## config.mk

```make
export PLATFORM = sky130hd
export DESIGN_NAME = pbm_ctrl
export DESIGN_NICKNAME = d
export VERILOG_FILES = /design/src/sv/pbm_pkg.sv /design/src/sv/pbm_ctrl.sv
export SDC_FILE = /design/constraint.sdc
export NUM_CORES = 1
export LEC_CHECK = 0
export ABC_AREA = 1
export BUFFER_PORTS_ARGS = -buffer_cell sky130_fd_sc_hd__buf_4
export CORE_AREA = 2 2 39 41
export CTS_CLUSTER_DIAMETER = 50
export DETAILED_ROUTE_END_ITERATION = 10
export DIE_AREA = 0 0 41 43
export PLACE_DENSITY = 0.47
export SLEW_MARGIN = 20
export SYNTH_ARGS = -nofsm -noshare
export SYNTH_HDL_FRONTEND = slang
export SYNTH_SLANG_ARGS = --single-unit
```

## constraint.sdc

```tcl
create_clock -name clk -period 1.8 [get_ports clk]
set_clock_uncertainty 0.2 [all_clocks]
set_input_delay 0.54 -clock clk [delete_from_list [all_inputs] [get_ports clk]]
set_output_delay 0.54 -clock clk [all_outputs]
set_load 0.01 [all_outputs]
```

## src/sv/pbm_pkg.sv

```systemverilog
`timescale 1ns / 1ps
// ----------------------------------------------------------------------------
// pbm_pkg
// Shared constants, codes and types of the pointer bounds metadata unit.
// ----------------------------------------------------------------------------
package pbm_pkg;

  localparam int INDEX_BITS   = 12;
  localparam int SLOT_DEPTH   = 1 << INDEX_BITS;
  localparam int ENTRY_COUNT  = 1024;
  localparam int ENTRY_IDX_W  = (ENTRY_COUNT > 1) ? $clog2(ENTRY_COUNT) : 1;
  localparam int CNT_W        = $clog2(ENTRY_COUNT + 1);
  localparam int SLOT_LSB     = 3;

  localparam logic [2:0] OP_INIT      = 3'd0;
  localparam logic [2:0] OP_PROPAGATE = 3'd1;
  localparam logic [2:0] OP_LOAD      = 3'd2;
  localparam logic [2:0] OP_STORE     = 3'd3;
  localparam logic [2:0] OP_CHECK     = 3'd4;

  localparam logic [1:0] ST_OK          = 2'd0;
  localparam logic [1:0] ST_VIOLATION   = 2'd1;
  localparam logic [1:0] ST_NO_METADATA = 2'd2;
  localparam logic [1:0] ST_FULL        = 2'd3;

  typedef enum logic [2:0] {
    S_CLEAR,
    S_IDLE,
    S_READ,
    S_LOOKUP,
    S_FINISH
  } state_t;

  typedef struct packed {
    logic [63:0] base;
    logic [63:0] bound;
  } bounds_t;

  typedef struct packed {
    logic                   valid;
    logic [ENTRY_IDX_W-1:0] idx;
  } link_t;

  typedef struct packed {
    logic clr;
    logic capture;
    logic rd;
    logic ent_rd;
    logic commit;
  } cmd_t;

  typedef struct packed {
    logic clr_last;
    logic is_load;
  } sts_t;

endpackage

```

## src/sv/pbm_ctrl.sv

```systemverilog
`timescale 1ns / 1ps
// ----------------------------------------------------------------------------
// pbm_ctrl
// Controller: sequences the clearing pass, the memory reads and the commit.
// ----------------------------------------------------------------------------
module pbm_ctrl (
  input  logic          clk,
  input  logic          rst_n,
  input  logic          in_valid,
  output logic          in_stall,
  output logic          out_valid,
  input  logic          out_stall,
  input  pbm_pkg::sts_t sts,
  output pbm_pkg::cmd_t cmd
);

  pbm_pkg::state_t state_r, state_nxt;
  logic            out_valid_r, out_valid_nxt;

  always_comb begin
    state_nxt = state_r;
    case (state_r)
      pbm_pkg::S_CLEAR: begin
        if (sts.clr_last) state_nxt = pbm_pkg::S_IDLE;
      end
      pbm_pkg::S_IDLE: begin
        if (in_valid) state_nxt = pbm_pkg::S_READ;
      end
      pbm_pkg::S_READ: begin
        state_nxt = sts.is_load ? pbm_pkg::S_LOOKUP : pbm_pkg::S_FINISH;
      end
      pbm_pkg::S_LOOKUP: begin
        state_nxt = pbm_pkg::S_FINISH;
      end
      pbm_pkg::S_FINISH: begin
        if (!out_valid_r || !out_stall) state_nxt = pbm_pkg::S_IDLE;
      end
      default: begin
        state_nxt = pbm_pkg::S_IDLE;
      end
    endcase
  end

  always_comb begin
    cmd.clr     = (state_r == pbm_pkg::S_CLEAR);
    cmd.capture = (state_r == pbm_pkg::S_IDLE) && in_valid;
    cmd.rd      = (state_r == pbm_pkg::S_READ);
    cmd.ent_rd  = (state_r == pbm_pkg::S_LOOKUP);
    cmd.commit  = (state_r == pbm_pkg::S_FINISH) && (!out_valid_r || !out_stall);
    in_stall    = (state_r != pbm_pkg::S_IDLE);
    out_valid   = out_valid_r;
    if (cmd.commit) begin
      out_valid_nxt = 1'b1;
    end else if (!out_stall) begin
      out_valid_nxt = 1'b0;
    end else begin
      out_valid_nxt = out_valid_r;
    end
  end

  always_ff @(posedge clk) begin
    if (!rst_n) begin
      state_r     <= pbm_pkg::S_CLEAR;
      out_valid_r <= 1'b0;
    end else begin
      state_r     <= state_nxt;
      out_valid_r <= out_valid_nxt;
    end
  end

endmodule

```

==> results <==
- The final count of hold timing violations came to 0.
- For this configuration, the core starts out at a cell density of 0.1881.
- Final hold analysis gives a worst-case slack of 0.3134 ns.
- The maximum number of pins on one net before global-route repair is 7.
- The number of buffers inserted during clock tree synthesis is 3.
- At the later pin of the worst-skew pair, clock insertion delay measures 0.24 ns.
- The slew of the pin with the lowest slew margin is 0.1670 ns.
- Data on the critical path arrives at its endpoint at 1.08 ns.
- In the synthesized netlist the async set-or-reset flop fraction comes to 0.
- The smallest clock period supported by the final layout is computed as 1.818 ns.
- VDD sags by at most 0.2529 mV.
- After clock tree synthesis, the clock-pin slew on the worst setup and hold paths is 0.04 ns.
- The worst setup path is captured at a primary output.
- The share of total power in combinational logic is 0.392.
- Routability-driven placement finished with a final weighted congestion of 0.6147.
- Setup violations remaining at the end of the flow were counted as 2.
- The number of nets in the synthesized netlist is 45.
- The number of max-slew violations in the final report is 0.
- Counting flops with a built-in enable in the synthesized netlist gives 0.
- In the routed layout, each cell is associated on average with a via count of 4.076.
- The final routed wire length divided by cell count is 10.87 um.
- The buffer levels on the longest clock path is 2.
- In this run the tool buffered the top-level ports with 12 buffer cells.
- In this run, post-CTS hold repair placed 0 buffers.
- The tool flagged a number of max-cap violations equal to 0.
- The initial antenna violation count is 0.
- The die is 43 um tall.
- The kind of cell with the highest combined delay along the critical path is flip-flops.
- The total routing usage reported by global routing is 0.1044.
- The cell area after layout is 498.0 um^2.
- The count of buffer and inverter cells on the critical path is 2.
- The final global-route overflow total is 0.
- The critical path's slowest cell is sky130_fd_sc_hd__dfxtp_4.
- The clock tree from TritonCTS is yes.
- The total power divided by cell area is 733.2 nW/um^2.
- The iteration-0 DRC count of the detailed router is 4.
- The share of total power in the clock network is 0.313.
- The flow ran to the end, but the final reports show violations.
- Static timing analysis puts the maximum clock frequency at 550.1 MHz.
- The net count of the finished layout is 71.
- In this run the standard cell core region covers 1384 um^2.
- Traced cell by cell, the critical path runs through nor3_4 > inv_2 > nor2_1 > buf_4.
- The die covers 1763 um^2.
- The longest individual stage delay on the worst path is 0.37 ns.
- For this block, the routed nets add up to 859 um of wire.
- The distinct cell type count after synthesis is 14.
- The standard-cell row count is 14.
- The count of warnings emitted by yosys is 0.
- Sorting the synthesized cells by area gives the leading types as sky130_fd_sc_hd__dfxtp_1, sky130_fd_sc_hd__inv_1, sky130_fd_sc_hd__nor2_1, sky130_fd_sc_hd__nand3_2, sky130_fd_sc_hd__nor3_2.
- The detailed-route DRC error count is 0.
- Of the total power, the share spent switching nets is 0.3145.
- In this run the tightest slew margin relative to its limit is 0.8878.
- The static leakage power is 0.0002525 uW.
- In the post-route analysis, the smallest setup slack over all paths is -0.01790 ns.
- The data required time at the worst endpoint is 1.06 ns.
- Of the synthesized area, sequential elements account for 0.3077.
- Summed over all instances, the cell type with the most area after synthesis is sky130_fd_sc_hd__dfxtp_1.
- The number of fillers in the final layout is 158.
- Of the post-synthesis cell area, the dominant cell type holds 0.3077.
- The power dissipated by switching net loads is 114.8 uW.
- Summed over all nets, the half-perimeter wirelength after detailed placement is 500.4 um.
- The detail route stage leaves a number of antenna-violating nets equal to 0.
- STA classifies the critical path startpoint as a register.
- The die is 41 um wide.
- Prior to clock tree synthesis, the placed netlist has a worst setup slack of 0.05253 ns.
- The routed via count is 322.
- The first global-routing pass estimated 1152 um of wire.
- Cell internal power was estimated by the tool at 250.3 uW.
- The proportion of power drawn by flip-flops and latches is 0.295.
- The mapped cell area is 260.3 um^2.
- The number of flip-flops and latches in the synthesized netlist is 4.
- Clock tree synthesis selected as its root buffer the cell sky130_fd_sc_hd__clkbuf_4.
- The number of levels the H-tree was split into is 1.
- For this design, the sink count on the clock tree is 4.
- Measured on the finished design, the core utilization comes to 0.3599.
- The critical path is of the reg -> out type.
- In the final layout, the share of cells above drive strength 1 is 0.6508.
- Of the available clock period, the critical path in the final layout requires 1.010.
- The cell count after synthesis came out at 39.
- The area added between synthesis and finish is 91.35%.
- The worst hold path class is reg -> reg.
- Setup repair after global routing could not meet its margin everywhere.
- The final reports fail on setup timing.
- The I/O pin total is 13.
- The most used flip-flop cell after synthesis is sky130_fd_sc_hd__dfxtp_1.
- The most numerous cell in the Yosys netlist is sky130_fd_sc_hd__inv_1.
- The commonest cells after synthesis are sky130_fd_sc_hd__inv_1, sky130_fd_sc_hd__nor2_1, sky130_fd_sc_hd__dfxtp_1.
- After detailed placement, the total cell area comes to 362.8 um^2.
- Along the worst path, the maximum fanout reaches 6.
- The via count of the first global-routing pass was 287.
- The mean post-synth cell area is 6.673 um^2.
- The number of antenna diodes is 0.
- The number of iterations in the first detailed-routing pass is 4.
==> tightest hold or removal path: cells and delay by family, from the launching register on <==
kind	cells	cell delay, ns
AO/OA/AOI/OAI	1	0.07
flip-flops	1	0.31
AND/OR/NAND/NOR	1	0.08
==> cells in the final DEF, fill, tap and decap left out, drive strengths merged <==
master	instances
nand2	3
nor3	3
nand3	5
nor2	9
dfxtp	4
clkbuf	3
buf	22
nand3b	1
a21oi	3
inv	9
o22ai	1
==> final cells by class <==
class,count,area [um^2],share of cell area
flip-flops and latches,4,88.84,0.1784
multi-input cells,25,160.2,0.3216
inverters,9,33.78,0.06784
clock buffers,3,22.52,0.04523
well taps,16,20.02,0.04020
repair buffers,22,172.7,0.3467
==> registers in the layout, summed over array words and instances, names as in the netlist <==
name       flops
out_valid      1
state_r        3
==> through the flow <==
step	total power [uW]	instances	setup TNS, ns
floorplan	160.3	39	0
CTS	349.5	75	-0.09445
global placement	196.9	66	0
global route	392.6	79	-0.1470
finish	365.1	79	-0.02887
detailed placement	196.9	66	0
==> cells by family after synthesis <==
logic type | share of synthesized area
AOI/OAI and AO/OA | 0.08173
buffers and inverters | 0.1587
DFF | 0.3077
and+or+nand+nor | 0.4519
==> path summary, 6_finish.rpt <==
kind	startpoint	endpoint	slack [ns]	depth (start not counted)
setup / recovery	state_r[2]$_SDFFE_PN0P_	cmd[3]	-0.02	4
hold / removal	out_valid$_SDFFE_PN0P_	out_valid$_SDFFE_PN0P_	0.31	2
setup reg to reg	state_r[2]$_SDFFE_PN0P_	state_r[1]$_SDFFE_PN0P_	0.46	6
hold reg to reg	out_valid$_SDFFE_PN0P_	out_valid$_SDFFE_PN0P_	0.31	2
==> timing repair <==
| action | 4_1_cts | 5_1_grt |
|---|---|---|
| resized for setup | 3 | 12 |
| setup endpoints to repair | 5 | 5 |
| setup buffers | 6 | 4 |
| gates cloned | 0 | 0 |
| pin swaps | 3 | 5 |
==> power by group through the flow <==
stage          Sequential, uW  Clock [uW]  Combinational (uW)
6_report                  108         114                 143
5_1_grt                   109         129                 155
4_1_cts                   105         122                 123
3_5_place_dp              106           0                91.1
3_3_place_gp              106           0                90.9
2_1_floorplan             104           0                56.0
==> routing by layer <==
layer,up-vias,global-route usage,part of all wire
li1,169,-,-
met5,-,0,0
met1,143,0.1286,0.40
met3,0,0.03141,0.043
met2,10,0.1250,0.55
met4,0,0.1200,0
Note: power is estimated with default switching activity, not from simulation.
